`config.mk`:
```
export PLATFORM = sky130hd
export DESIGN_NAME = integer_to_ascii_string_top
export DESIGN_NICKNAME = d
export VERILOG_FILES = /design/src/itoa_pkg.sv /design/src/itoa_cell.sv /design/src/integer_to_ascii_string_top.sv
export SDC_FILE = /design/constraint.sdc
export NUM_CORES = 1
export LEC_CHECK = 0
export BUFFER_PORTS_ARGS = -buffer_cell sky130_fd_sc_hd__buf_2
export CAP_MARGIN = 20
export CORE_MARGIN = 4
export CORE_UTILIZATION = 50
export DETAILED_ROUTE_END_ITERATION = 10
export GPL_ROUTABILITY_DRIVEN = 0
export PLACE_DENSITY = 0.71
export RECOVER_POWER = 100
export REMOVE_ABC_BUFFERS = 1
export SLEW_MARGIN = 30
export SYNTH_ARGS = -nofsm -noshare
export SYNTH_HDL_FRONTEND = slang
export SYNTH_SLANG_ARGS = --single-unit
export TNS_END_PERCENT = 1
```
`constraint.sdc`:
```
create_clock -name clock -period 2.7 [get_ports clock]
set_input_delay 0.405 -clock clock [delete_from_list [all_inputs] [get_ports clock]]
set_output_delay 0.405 -clock clock [all_outputs]
set_load 0.02 [all_outputs]
```
`src/itoa_pkg.sv`:
```
package itoa_pkg;

   localparam int VALUE_W            = 32;
   localparam int CHAR_W             = 8;
   localparam int DIGIT_W            = 4;
   localparam int DEFAULT_VALUE_BITS = 32;

   localparam logic [1:0] MODE_SIGNED_DEC   = 2'd0;
   localparam logic [1:0] MODE_UNSIGNED_DEC = 2'd1;
   localparam logic [1:0] MODE_HEX_LOWER    = 2'd2;
   localparam logic [1:0] MODE_HEX_UPPER    = 2'd3;

   localparam logic [CHAR_W-1:0] CHAR_MINUS  = 8'h2D;
   localparam logic [CHAR_W-1:0] CHAR_ZERO   = 8'h30;
   localparam logic [CHAR_W-1:0] CHAR_LOWER_A = 8'h61;
   localparam logic [CHAR_W-1:0] CHAR_UPPER_A = 8'h41;
   localparam logic [CHAR_W-1:0] DEC_RADIX    = 8'd10;

   // Operation applied by every cell of the digit chain at each clock edge.
   typedef enum logic [1:0] {
      CELL_HOLD  = 2'd0,
      CELL_CLEAR = 2'd1,
      CELL_CONV  = 2'd2,
      CELL_EMIT  = 2'd3
   } cell_op_type;

   typedef struct packed {
      cell_op_type op;
      logic        decimal;
   } cell_ctrl_type;

   // Number of decimal digits needed for the largest value of the given width.
   function automatic int dec_digits(input int bits);
      logic [63:0] m;
      int          n;
      m = (64'd1 << bits) - 64'd1;
      n = 0;
      while (m != 64'd0) begin
         m = m / 10;
         n = n + 1;
      end
      return n;
   endfunction

endpackage

```
`src/itoa_cell.sv`:
```
module itoa_cell (
   input  logic                     clock,
   input  itoa_pkg::cell_ctrl_type  ctrl,
   input  logic                     low_bit,
   input  logic [3:0]               low_digit,
   output logic                     bit_out,
   output logic [3:0]               digit_out
);
   import itoa_pkg::*;

   logic [DIGIT_W-1:0] digit_ff;
   logic [DIGIT_W-1:0] digit_in;
   logic [DIGIT_W-1:0] adj;

   // Decimal cells add three to a digit of five or more before the shift,
   // so the carry out of the top bit is a proper decimal carry.
   assign adj = (ctrl.decimal && digit_ff >= 4'd5) ? digit_ff + 4'd3 : digit_ff;

   always_comb begin
      digit_in = digit_ff;
      case (ctrl.op)
         CELL_CLEAR: digit_in = '0;
         CELL_CONV:  digit_in = {adj[DIGIT_W-2:0], low_bit};
         CELL_EMIT:  digit_in = low_digit;
         default:    digit_in = digit_ff;
      endcase
   end

   always_ff @(posedge clock) begin
      digit_ff <= digit_in;
   end

   assign bit_out   = adj[DIGIT_W-1];
   assign digit_out = digit_ff;

endmodule

```
`src/integer_to_ascii_string_top.sv`:
```
// Integer to ASCII string converter.
//
// Request channel: a number is taken on req_mode and req_value at a rising
// edge where start is high and busy is low. Mode selects signed decimal,
// unsigned decimal, lower-case hex or upper-case hex.
// Response channel: each character appears for one cycle on rsp_out_char,
// marked by rsp_valid, and rsp_last flags the final character of the number.
// The receiver cannot stall; every beat is taken in the cycle it is shown.
//
// A negative signed value gives its '-' beat in the cycle after acceptance.
// The magnitude is then shifted bit by bit into a chain of four-bit digit
// cells (the low VALUE_BITS bits of the value, at most 32). The chain then
// shifts toward the top cell once for each of its cells, leading zeros are
// dropped, and each remaining digit becomes one beat. Busy stays high
// through the bit-serial conversion and the digit-serial drain of the
// chain. The last beat shows in the first cycle in which busy is low,
// while the next number may already be accepted.
// Synchronous reset returns the controller to idle and drops rsp_valid.
module integer_to_ascii_string_top #(
   parameter int VALUE_BITS = itoa_pkg::DEFAULT_VALUE_BITS
) (
   input  logic                            clock,
   input  logic                            reset,
   input  logic                            start,
   output logic                            busy,
   input  logic [1:0]                      req_mode,
   input  logic [itoa_pkg::VALUE_W-1:0]    req_value,
   output logic                            rsp_valid,
   output logic [itoa_pkg::CHAR_W-1:0]     rsp_out_char,
   output logic                            rsp_last
);
   import itoa_pkg::*;

   // Only the low bits of the field carry the number; above the field width
   // the upper bits are zero and a signed value can never be negative.
   localparam int  EFF_BITS  = (VALUE_BITS < VALUE_W) ? VALUE_BITS : VALUE_W;
   localparam bit  HAS_SIGN  = (VALUE_BITS <= VALUE_W);
   localparam int  NDEC      = dec_digits(EFF_BITS);
   localparam int  NHEX      = (EFF_BITS + DIGIT_W - 1) / DIGIT_W;
   localparam int  NCELL     = (NDEC > NHEX) ? NDEC : NHEX;
   localparam int  CNT_W     = $clog2(EFF_BITS + 1);
   localparam int  REM_W     = $clog2(NCELL + 1);

   typedef enum logic [2:0] {
      ST_IDLE = 3'b001,
      ST_CONV = 3'b010,
      ST_EMIT = 3'b100
   } state_type;

   state_type            state_ff, state_in;
   logic [EFF_BITS-1:0]  bin_ff, bin_in;
   logic [CNT_W-1:0]     bit_cnt_ff, bit_cnt_in;
   logic [REM_W-1:0]     rem_ff, rem_in;
   logic                 started_ff, started_in;
   logic                 decimal_ff, decimal_in;
   logic                 upper_ff, upper_in;
   logic                 rsp_valid_ff, rsp_valid_in;
   logic [CHAR_W-1:0]    rsp_char_ff, rsp_char_in;
   logic                 rsp_last_ff, rsp_last_in;

   logic                 accept;
   logic [EFF_BITS-1:0]  raw;
   logic                 negative;
   logic [EFF_BITS-1:0]  magnitude;
   cell_ctrl_type        cell_ctrl;
   logic [NCELL:0]       bit_chain;
   logic [DIGIT_W-1:0]   digit_chain [NCELL+1];
   logic [DIGIT_W-1:0]   top_digit;
   logic [CHAR_W-1:0]    top_char;

   assign busy     = (state_ff != ST_IDLE);
   assign accept   = start && !busy;
   assign raw      = req_value[EFF_BITS-1:0];
   assign negative = HAS_SIGN && (req_mode == MODE_SIGNED_DEC) && raw[EFF_BITS-1];
   // Negation modulo 2^EFF_BITS gives the right magnitude for the most
   // negative value as well.
   assign magnitude = negative ? (~raw + {{(EFF_BITS-1){1'b0}}, 1'b1}) : raw;

   // Digit chain: cell 0 takes the binary bits, the top cell feeds the output.
   assign bit_chain[0]   = bin_ff[EFF_BITS-1];
   assign digit_chain[0] = '0;

   for (genvar i = 0; i < NCELL; i++) begin : g_cell
      itoa_cell u_cell (
         .clock     (clock),
         .ctrl      (cell_ctrl),
         .low_bit   (bit_chain[i]),
         .low_digit (digit_chain[i]),
         .bit_out   (bit_chain[i+1]),
         .digit_out (digit_chain[i+1])
      );
   end

   assign top_digit = digit_chain[NCELL];

   always_comb begin
      if (top_digit < DEC_RADIX[DIGIT_W-1:0]) begin
         top_char = CHAR_ZERO + {{(CHAR_W-DIGIT_W){1'b0}}, top_digit};
      end else begin
         top_char = (upper_ff ? CHAR_UPPER_A : CHAR_LOWER_A)
                  + {{(CHAR_W-DIGIT_W){1'b0}}, top_digit} - DEC_RADIX;
      end
   end

   always_comb begin
      state_in      = state_ff;
      bin_in        = bin_ff;
      bit_cnt_in    = bit_cnt_ff;
      rem_in        = rem_ff;
      started_in    = started_ff;
      decimal_in    = decimal_ff;
      upper_in      = upper_ff;
      rsp_valid_in  = 1'b0;
      rsp_char_in   = rsp_char_ff;
      rsp_last_in   = 1'b0;
      cell_ctrl.op      = CELL_HOLD;
      cell_ctrl.decimal = decimal_ff;

      unique case (state_ff)
         ST_IDLE: begin
            if (accept) begin
               state_in    = ST_CONV;
               bin_in      = magnitude;
               bit_cnt_in  = '0;
               started_in  = 1'b0;
               decimal_in  = (req_mode == MODE_SIGNED_DEC) ||
                             (req_mode == MODE_UNSIGNED_DEC);
               upper_in    = (req_mode == MODE_HEX_UPPER);
               cell_ctrl.op = CELL_CLEAR;
               // The sign beat goes out while the conversion runs.
               if (negative) begin
                  rsp_valid_in = 1'b1;
                  rsp_char_in  = CHAR_MINUS;
               end
            end
         end
         ST_CONV: begin
            cell_ctrl.op = CELL_CONV;
            bin_in       = {bin_ff[EFF_BITS-2:0], 1'b0};
            bit_cnt_in   = bit_cnt_ff + 1'b1;
            if (bit_cnt_ff == CNT_W'(EFF_BITS - 1)) begin
               state_in = ST_EMIT;
               rem_in   = REM_W'(NCELL);
            end
         end
         ST_EMIT: begin
            cell_ctrl.op = CELL_EMIT;
            rem_in       = rem_ff - 1'b1;
            // Leading zeros are dropped, except the last digit, so zero
            // still gives a single '0'.
            if (top_digit != '0 || started_ff || rem_ff == REM_W'(1)) begin
               started_in   = 1'b1;
               rsp_valid_in = 1'b1;
               rsp_char_in  = top_char;
               rsp_last_in  = (rem_ff == REM_W'(1));
            end
            if (rem_ff == REM_W'(1)) begin
               state_in = ST_IDLE;
            end
         end
         default: state_in = ST_IDLE;
      endcase
   end

   always_ff @(posedge clock) begin
      if (reset) begin
         state_ff     <= ST_IDLE;
         rsp_valid_ff <= 1'b0;
         rsp_last_ff  <= 1'b0;
         started_ff   <= 1'b0;
      end else begin
         state_ff     <= state_in;
         rsp_valid_ff <= rsp_valid_in;
         rsp_last_ff  <= rsp_last_in;
         started_ff   <= started_in;
      end
   end

   always_ff @(posedge clock) begin
      bin_ff      <= bin_in;
      bit_cnt_ff  <= bit_cnt_in;
      rem_ff      <= rem_in;
      decimal_ff  <= decimal_in;
      upper_ff    <= upper_in;
      rsp_char_ff <= rsp_char_in;
   end

   assign rsp_valid    = rsp_valid_ff;
   assign rsp_out_char = rsp_char_ff;
   assign rsp_last     = rsp_last_ff;

`ifndef SYNTHESIS
   a_accept_starts_conv: assert property (@(posedge clock) disable iff (reset)
      accept |=> state_ff == ST_CONV)
      else $error("accepted number did not start conversion");

   a_sign_beat: assert property (@(posedge clock) disable iff (reset)
      accept |=> rsp_valid == $past(negative))
      else $error("sign beat does not match the accepted number");

   a_drain_ends: assert property (@(posedge clock) disable iff (reset)
      (state_ff == ST_EMIT && rem_ff == REM_W'(1)) |=> (state_ff == ST_IDLE && rsp_last))
      else $error("chain drain did not end with a last beat");

   a_midstring_busy: assert property (@(posedge clock) disable iff (reset)
      (rsp_valid && !rsp_last) |-> busy)
      else $error("non-final beat while controller is idle");
`endif

endmodule
```
## After elaboration in Yosys (flattened, before gate mapping)

Index checks and enable logic that the tools add are counted.

- Bits of input ports: 37
- Register bits after elaboration: 98
- Word-level logic and storage cells: 143

- Add/subtract/negate cells: 16
- $lt $le $gt $ge: 11
- Eq/ne operators: 16
- Reductions and logical operators: 31
- Bitwise gates (word level): 3
- Multiplexer cells: 46

Operators by type and width:

| kind | number |
|---|---|
| $pmux W4 S3 | 9 |
| $mux W32 | 2 |
| $pmux W32 S2 | 1 |
| $ge A4 B3 Y1 const B | 10 |
| $mux W4 | 10 |
| $add A4 B2 Y4 const B | 9 |
| $add A32 B1 Y32 const B | 1 |
| $mux W8 | 4 |
| $not A32 Y32 | 1 |
| $pmux W4 S2 | 2 |
| $pmux W8 S2 | 1 |
| $logic_and A1 B1 Y1 | 12 |
| $mux W3 | 4 |
| $mux W6 | 2 |
| $pmux W6 S2 | 1 |
| $ne A2 B2 Y1 const B | 5 |
| $pmux W3 S3 | 1 |
| $add A7 B4 Y8 | 1 |
| $reduce_bool A2 Y1 | 4 |
| $sub A8 B4 Y8 const B | 1 |
| $add A6 B4 Y7 const A | 1 |
| $add A6 B1 Y6 const B | 1 |
| $eq A2 B2 Y1 const B | 3 |
| $eq A6 B5 Y1 const B | 1 |
| 23 further kinds | 36 |

## Longest topological paths before layout

Gate-level depths: netlist of run 1.

- Depth after elaboration: 8
- Depth in mapped cells: 7
- Gate-level depth less buffers: 7

## Modules after synthesis

Synthesis of run 1 repeated with hierarchy kept, for this count alone.

- Cells, all modules: 611
- Area, all modules: 6148.4 µm²

Modules (own cells, without submodules):

| module | cells each | instances | area an instance (µm²) |
|---|---|---|---|
| integer_to_ascii_string_top | 321 | 1 | 3195.6 |
| itoa_cell | 29 | 10 | 295.3 |

## Worst setup path before layout of run 1

OpenSTA, ideal clock, no wires.

- Path type: reg-to-reg
- Start point: register state_ff[1]
- End point: register g_cell[0].u_cell.digit_ff[0] (enable)
- Clock period less this slack: 2662 ps
- Arrival: 2028 ps
- Path buffers: 2
- Stages on the path, launching flop included: 6
- Path slack: 38 ps
- Setup time: 634 ps
- Cells stage by stage: dfxtp_1 > nor2_1 > nand2_1 > clkbuf_1 > clkbuf_1 > nand3_1

- Cells in the longest elaborated chain, start to end: 8

Ends and longest elaborated chain:

| element | line | source |
|---|---|---|
| start: declaration | integer_to_ascii_string_top.sv:50 | `state_type state_ff, state_in;` |
| start signal: assignment | integer_to_ascii_string_top.sv:172 | `state_ff <= state_in;` |
| $ne A3 B1 Y1 | integer_to_ascii_string_top.sv:71 | `assign busy = (state_ff != ST_IDLE);` |
| $logic_not A1 Y1 | integer_to_ascii_string_top.sv:72 | `assign accept = start && !busy;` |
| $logic_and A1 B1 Y1 | integer_to_ascii_string_top.sv:72 |  |
| $mux W1 | integer_to_ascii_string_top.sv:121 | `if (accept) begin` |
| $pmux W2 S3 * | integer_to_ascii_string_top.sv:119 | `unique case (state_ff)` |
| $eq A2 B1 Y1 or $eq A2 B2 Y1 (tied branches) | itoa_cell.sv:21 | `case (ctrl.op)` |
| $reduce_or A2 Y1 (no source line) | -- |  |
| $reduce_bool A2 Y1 (no source line) * | -- |  |
| end signal: assignment | itoa_cell.sv:30 | `digit_ff <= digit_in;` |
| end: declaration | itoa_cell.sv:11 | `logic [DIGIT_W-1:0] digit_ff;` |

Mark *: on every way between the ends. The rest lies on a longest branch, timed or not.
A chain may end at the register's enable or synchronous reset.

## Final worst setup path of run 1

- Start point: register state_ff[2]
- End point: register g_cell[6].u_cell.digit_ff[3], data pin

- Cells in the longest elaborated chain, start to end: 7

Ends and longest elaborated chain:

| element | line |
|---|---|
| $ne A3 B1 Y1 | integer_to_ascii_string_top.sv:71 |
| $logic_not A1 Y1 | integer_to_ascii_string_top.sv:72 |
| $logic_and A1 B1 Y1 | integer_to_ascii_string_top.sv:72 |
| $mux W1 | integer_to_ascii_string_top.sv:121 |
| $pmux W2 S3 * | integer_to_ascii_string_top.sv:119 |
| $eq A2 B2 Y1 or $eq A2 B1 Y1 (tied branches) | itoa_cell.sv:21 |
| $pmux W4 S3 * | itoa_cell.sv:21 |
| end signal: assignment | itoa_cell.sv:30 |
| end: declaration | itoa_cell.sv:11 |

Marks and branches as above.

==> summary.txt, run 1 <==
Outcome
  – Status: complete, no violations

Power and ir drop
  – Leakage: 2.281 nW
  – Max rail drop VDD: 0.0003364 V
  – PD cells: 548.8 nW/um2

Place
  – DP Worst Slack: 0.2588 ns
  – Final HPWL DP: 8.610 mm
  – Port buffer count: 46
  – Post-Place Cells: 744

STA
  – Fin worst setup slack: 0.4846 ns
  – Max Slew Vio Count: 0
  – Final hold violation count: 0
  – Fmax: 451.4 MHz
  – Hold WS: 0.2983 ns
  – RSZ-0062 raised after global routing: no
  – Max transition margin: 36.00%
  – Slew at the pin closest to its max-slew limit: 0.9600 ns
  – Fin Clk Skew: 0.01023 ns
  – # setup viols final: 0
  – Minimum clock period: 2.215 ns
  – Final period utilization: 82.05%

Setup path
  – Crit Path Category: reg -> reg
  – Critical Path AT: 2.27 ns
  – R2r worst-path depth: 3
  – Crit-path cells: nand3b_1 -> clkbuf_1 -> o21ai_0
  – CP delay by family, top: buffers and inverters
  – Required @ worst endpoint: 2.75 ns
  – Critical-path top delay cell: clkbuf_1
  – Critical path buffer and inverter count: 1
  – R2R Setup Slk: 0.48 ns
  – Worst path max stage delay: 0.77 ns
  – Worst setup SP type: flip-flop
  – Reg2reg end: g_cell[6].u_cell.digit_out[3]$_SDFFCE_PN0P_
  – Worst setup EP type: flip-flop
  – Worst R2R Start: state_ff[2]$_SDFFE_PP0P_
  – Worst Path Max Fanout: 19

Global route
  – Vias in the first global route: 4372
  – Initial antenna violation count: 0
  – Largest net degree at the start of global routing: 53
  – GRT overflow: 0
  – GRT Resource Usage Total: 18.51%
  – First-pass GRT wire length: 20.02 mm

Final layout
  – Area of the multi-input gates: 2740 um2
  – Final nets: 674
  – Non-Filler Instances: 760
  – Layout Utilization: 56.65%
  – Layout cell share with drive strength beyond 1: 11.99%
  – Register area: 2853 um2
  – # diodes: 0
  – Layout fillers: 994
  – Area growth, synth to finish: 10.68%

Die
  – Die area: 13480 um2
  – Chip width: 116.1 um
  – Starting Density: 51.18%
  – Row count: 39
  – Die Y: 116.1 um
  – # IOs: 48
  – CORE AREA: 11420 um2

Yosys
  – Distinct cell type count after synthesis: 59
  – Commonest cells post-synth: edfxtp_1, nand2_1, o21ai_0, nor2_1, xnor2_1
  – Post-Syn Area: 5844 um2
  – Sequential share of the synthesized area: 48.81%
  – Ys async rst share: 0%
  – Synth top area share: 46.76%
  – EDFF count, synth: 91
  – Area leader, netlist: edfxtp_1
  – Post-Syn Instances: 570
  – Ys Warns: 0
  – Synth Register Bits: 97
  – Syn_area_per_cell: 10.25 um2
  – Most frequent cell after synthesis: edfxtp_1
  – Top post-synthesis cells by area: edfxtp_1, xnor2_1, ha_1
  – Top FF cell, synth: edfxtp_1

Min path
  – Hold Crit Class: in -> reg
  – Hold Crit Start: reset
  – WHS Path Cells: 2
  – Hold EP: started_ff$_SDFFE_PP0P_

CTS
  – Number of clock sinks: 97
  – Skew-Pair Late Insertion Delay: 0.35 ns
  – CTS tree: yes
  – CTS Buf Count: 9
  – Post-CTS Resized: 0
  – Clk slew on worst S/H paths: 0.07 ns
  – Postcts setup bufs: 0
  – CTS HTree Levels: 3
  – Hold buffers post-CTS: 0
  – Cell chosen for the clock root: clkbuf_16
  – CTS Buffer Depth: 2

Detailed routing
  – Vias/cell: 5.721
  – Pre-Repair DR Iteration Count: 6
  – Post-DR wirelength/cell: 15.98 um
  – Detailed Route WL: 12.15 mm
  – Drt first-iter violations: 275
  – Vias: 4348
  – Antenna Violating Nets Remaining: 0
  – Remaining DRCs: 0

Job
  – Max-Cap Viols: 0
[sequential cells by signal, indices dropped and copies added (netlist names), 3 cells and up]
register                 count
bin_ff                      32
bit_cnt_ff                   6
g_cell.u_cell.digit_out     40
rem_ff                       4
rsp_out_char                 7
state_ff                     3
[layout by cell type (no fill, tap or decap), types with 5 or more instances in the layout]
cell type  Yosys  layout
ha_1          25      25
nand3_1        8       7
nor2_1        40      40
mux2i_1       10      10
or3b_2         9       9
a211oi_1       5       5
a21oi_1       27      27
edfxtp_1      91      91
clkbuf_1      25      19
nor3_1        10      10
xor2_1        24      24
a22o_1         9       9
buf_4          1       5
xnor2_1       37      37
clkbuf_16      0       9
nor3b_1       11      11
nor2b_1       11      11
nand2_1       56      56
buf_2          0      33
o22ai_1       19      19
dfxtp_1        6       6
inv_1         32      32
o21ai_0       45      45
nand2b_1      10      10
[kinds of logic after synthesis]
family	after synthesis	synth area share, %
AND/OR/NAND/NOR	188	17.36
buffers and inverters	60	4.218
other	1	0.06416
multiplexers	10	1.713
adder cells (fa/ha/maj)	25	5.352
XOR/XNOR	61	9.141
flip-flops	97	48.81
AO/OA/AOI/OAI	128	13.34
[power breakdown]
group	internal (mW)	switching, mW
Clock	0.653	0.555
Combinational	0.201	0.277
Sequential	1.78	0.0808
[metrics by stage]
stage / power (mW) / TNS, ns / instance area [um2]
floorplan: 2.209 / -29.67 / 5718
global placement: 2.349 / 0 / 6247
detailed placement: 2.378 / 0 / 6247
CTS: 3.579 / 0 / 6523
global route: 3.697 / 0 / 6469
finish: 3.550 / 0 / 6469
[worst max path at each step]
| stage | from | to | slack (ns) | depth (start not counted) |
|---|---|---|---|---|
| floorplan | state_ff[1]$_SDFFE_PP0P_ | bin_ff[10]$_DFFE_PP_ | -0.90 | 2 |
| global placement | req_value[1] | bin_ff[31]$_DFFE_PP_ | 0.30 | 6 |
| detailed placement | req_value[1] | bin_ff[31]$_DFFE_PP_ | 0.26 | 6 |
| CTS | req_value[1] | bin_ff[31]$_DFFE_PP_ | 0.62 | 6 |
| global route | state_ff[0]$_SDFFE_PP1P_ | g_cell[6].u_cell.digit_out[3]$_SDFFCE_PN0P_ | 0.29 | 4 |
| finish | state_ff[2]$_SDFFE_PP0P_ | g_cell[6].u_cell.digit_out[3]$_SDFFCE_PN0P_ | 0.48 | 3 |
[metal layers]
metal	track usage [%]	routed length (um)	vias to the layer above
li1	-	-	2129
met1	23.34	5403	2097
met2	32.64	6039	107
met3	3.264	541	15
met4	5.491	162	0
met5	0	0	-
[area by class of cell]
class	count	area share, %
Sequential cell	97	44.10
Multi-Input combinational cell	413	42.36
Timing Repair Buffer	59	4.662
Inverter	32	1.857
Clock inverter	4	0.4449
Tap cell	143	2.766
Clock buffer	12	3.810
Power figures use the tool's default switching activity.
==> run 2: changes to the inputs <==
--- a/config.mk
+++ b/config.mk
@@ -5,6 +5,7 @@
 export SDC_FILE = /design/constraint.sdc
 export NUM_CORES = 1
 export LEC_CHECK = 0
+export ABC_AREA = 1
 export BUFFER_PORTS_ARGS = -buffer_cell sky130_fd_sc_hd__buf_2
 export CAP_MARGIN = 20
 export CORE_MARGIN = 4
==> constraint.sdc (replaced) <==
create_clock -name clock -period 1.79 [get_ports clock]
set_input_delay 0.2685 -clock clock [delete_from_list [all_inputs] [get_ports clock]]
set_output_delay 0.2685 -clock clock [all_outputs]
set_load 0.02 [all_outputs]
==> summary.txt, run 2 <==
Outcome
  – Status: complete, no violations

Final layout
  – Area growth, synth to finish: 13.25%
  – Most common cell after layout, fill and taps aside: nand2_1
  – Max reg flops: 40 (unchanged)
  – Commonest non-fill, non-tap cells in the layout: nand2_1, inv_1, edfxtp_1
  – Final nets: 877 (+30%)
  – # diodes: 0 (unchanged)
  – Design Area, Final: 6877 um2 (+6.3%)
  – Layout cell share with drive strength beyond 1: 12.32% (+0.32 points)

CTS
  – CTS HTree Levels: 3 (unchanged)
  – Clk slew on worst S/H paths: 0.08 ns (about the same)
  – CTS Buffer Depth: 2 (unchanged)
  – CTS tree: yes
  – Hold buffers post-CTS: 0 (unchanged)
  – Number of clock sinks: 97 (unchanged)
  – Cell chosen for the clock root: clkbuf_16
  – CTS Buf Count: 9 (unchanged)
  – Skew-Pair Late Insertion Delay: 0.35 ns (about the same)

Die
  – # IOs: 48 (unchanged)
  – CORE AREA: 11660 um2 (+2.1%)
  – Chip width: 118.2 um (+1.8%)
  – Die area: 13970 um2 (+3.6%)
  – Row count: 39 (unchanged)
  – Starting Density: 52.07% (+0.88 points)
  – Die Y: 118.2 um (+1.8%)

Place
  – Final HPWL DP: 10.20 mm (+18%)
  – Port buffer count: 46 (unchanged)
  – Post-DP Area: 6569 um2 (+5.1%)
  – DP Worst Slack: -0.04384 ns (-0.3027 ns)

Yosys
  – Synth top area share: 45.00% (-1.8 points)
  – Most frequent cell after synthesis: nand2_1
  – Synth Register Bits: 97 (unchanged)
  – Top post-synthesis cells by area: edfxtp_1, nand2_1, o21ai_0
  – Distinct cell type count after synthesis: 34 (-42%)
  – Ys Warns: 0 (unchanged)
  – EDFF count, synth: 91 (unchanged)
  – Top FF cell, synth: edfxtp_1
  – Commonest cells post-synth: nand2_1, inv_1, edfxtp_1, o21ai_0, nor2_1
  – Post-Syn Instances: 757 (+33%)
  – Sequential share of the synthesized area: 46.98% (-1.8 points)
  – Syn_area_per_cell: 8.021 um2 (-22%)
  – Post-Syn Area: 6072 um2 (+3.9%)
  – Ys async rst share: 0% (unchanged)
  – Area leader, netlist: edfxtp_1

Global route
  – Vias in the first global route: 5095 (+17%)
  – Initial antenna violation count: 0 (unchanged)
  – GRT Resource Usage Total: 19.98% (+1.5 points)
  – Largest net degree at the start of global routing: 44 (-17%)
  – GRT overflow: 0 (unchanged)
  – First-pass GRT wire length: 23.31 mm (+16%)

Detailed routing
  – Remaining DRCs: 0 (unchanged)
  – Vias/cell: 5.501 (-3.9%)
  – Pre-Repair DR Iteration Count: 7 (+1)
  – Detailed Route WL: 13.88 mm (+14%)
  – Antenna Violating Nets Remaining: 0 (unchanged)
  – Drt first-iter violations: 453 (+65%)
  – Post-DR wirelength/cell: 14.41 um (-9.8%)
  – Vias: 5297 (+22%)

Power and ir drop
  – Overall power: 5.823 mW (+64%)
  – PD cells: 846.9 nW/um2 (+54%)
  – Max rail drop VDD: 0.0004073 V (+21%)
  – Leakage: 2.919 nW (+28%)

STA
  – RSZ-0062 raised after global routing: yes
  – Fin Clk Skew: 0.009715 ns (-0.0005133 ns)
  – Fmax: 577.7 MHz (+28%)
  – Max Slew Vio Count: 0 (unchanged)
  – # setup viols final: 0 (unchanged)
  – Max transition margin: 57.59% (+22 points)
  – Minimum clock period: 1.731 ns (-0.4845 ns)
  – Fin Setup TNS: 0 ns (unchanged)
  – Final hold violation count: 0 (unchanged)
  – Final period utilization: 96.70% (+15 points)
  – Fin worst setup slack: 0.05909 ns (-0.4255 ns)
  – Slew at the pin closest to its max-slew limit: 0.6338 ns (-0.3262 ns)

Setup path
  – Worst Path Max Fanout: 5 (-14)
  – Required @ worst endpoint: 1.89 ns (-0.86 ns)
  – Critical Path AT: 1.83 ns (-0.44 ns)
  – Crit Path Category: reg -> reg
  – Worst setup EP type: flip-flop
  – Worst setup SP type: flip-flop

Min path
  – Hold Crit Class: in -> reg

Job
  – Max-Cap Viols: 0 (unchanged)
run 2: critical path, stage by stage (launching register included):
cell,delay [ns]
edfxtp_1,0.41
inv_1,0.14
ha_1,0.19
inv_1,0.06
o21ai_2,0.17
a21oi_4,0.10
buf_4,0.15
o211ai_1,0.15
o21ai_0,0.11
run 2: final timing paths:
kind,startpoint,to,slack (ns),cells after the start
hold reg to reg,started_ff$_SDFFE_PP0P_,started_ff$_SDFFE_PP0P_,0.47,2
setup reg to reg,g_cell[2].u_cell.digit_out[1]$_SDFFCE_PN0P_,g_cell[2].u_cell.digit_out[2]$_SDFFCE_PN0P_,0.06,8
setup / recovery,g_cell[2].u_cell.digit_out[1]$_SDFFCE_PN0P_,g_cell[2].u_cell.digit_out[2]$_SDFFCE_PN0P_,0.06,8
hold / removal,reset,started_ff$_SDFFE_PP0P_,0.18,2
run 2: what timing repair did:
item	4_1_cts	5_1_grt
pin swaps	0	2
buffers inserted	0	3
gates resized for setup	3	30
setup endpoints to repair	4	34
run 2: final cells by class:
| class | instances | area (um2) |
|---|---|---|
| Fill cell | 1026 | 4786 |
| Multi-Input combinational cell | 528 | 2730 |
| Timing Repair Buffer | 68 | 410.4 |
| Clock inverter | 6 | 48.80 |
| Clock buffer | 10 | 239.0 |
| Inverter | 111 | 416.7 |
| Sequential cell | 97 | 2853 |
| Tap cell | 143 | 178.9 |
run 2: logic make-up after synthesis:
kind of cell	synth area share, %
buffers and inverters	8.675
adders and majority gates	5.151
xor gates and xnor gates	1.298
other	0.06176
and+or+nand+nor	24.03
AOI/OAI and AO/OA	13.81
DFF	46.98
run 2: per-layer routing:
layer | track usage (%) | wire (um) | vias up
li1 | - | - | 2668
met1 | 25.66 | 6208 | 2445
met2 | 34.01 | 6692 | 158
met3 | 4.346 | 698 | 26
met4 | 5.861 | 278 | 0
met5 | 0 | 0 | -
run 2: power breakdown:
group | internal [mW] | total [mW] | switching, mW
Sequential | 2.77 | 2.88 | 0.114
Combinational | 0.334 | 1.04 | 0.710
Clock | 0.996 | 1.90 | 0.902
run 2: stage by stage:
step | hold WS [ns] | util (%) | std cells
after detailed placement | 0.4588 | 56.32 | 944
after global routing | 0.1600 | 58.96 | 963
final | 0.1772 | 58.96 | 963
after global placement | 0.4481 | 56.32 | 944
after floorplan | 0.3376 | - | 736
after CTS | 0.1531 | 58.89 | 960
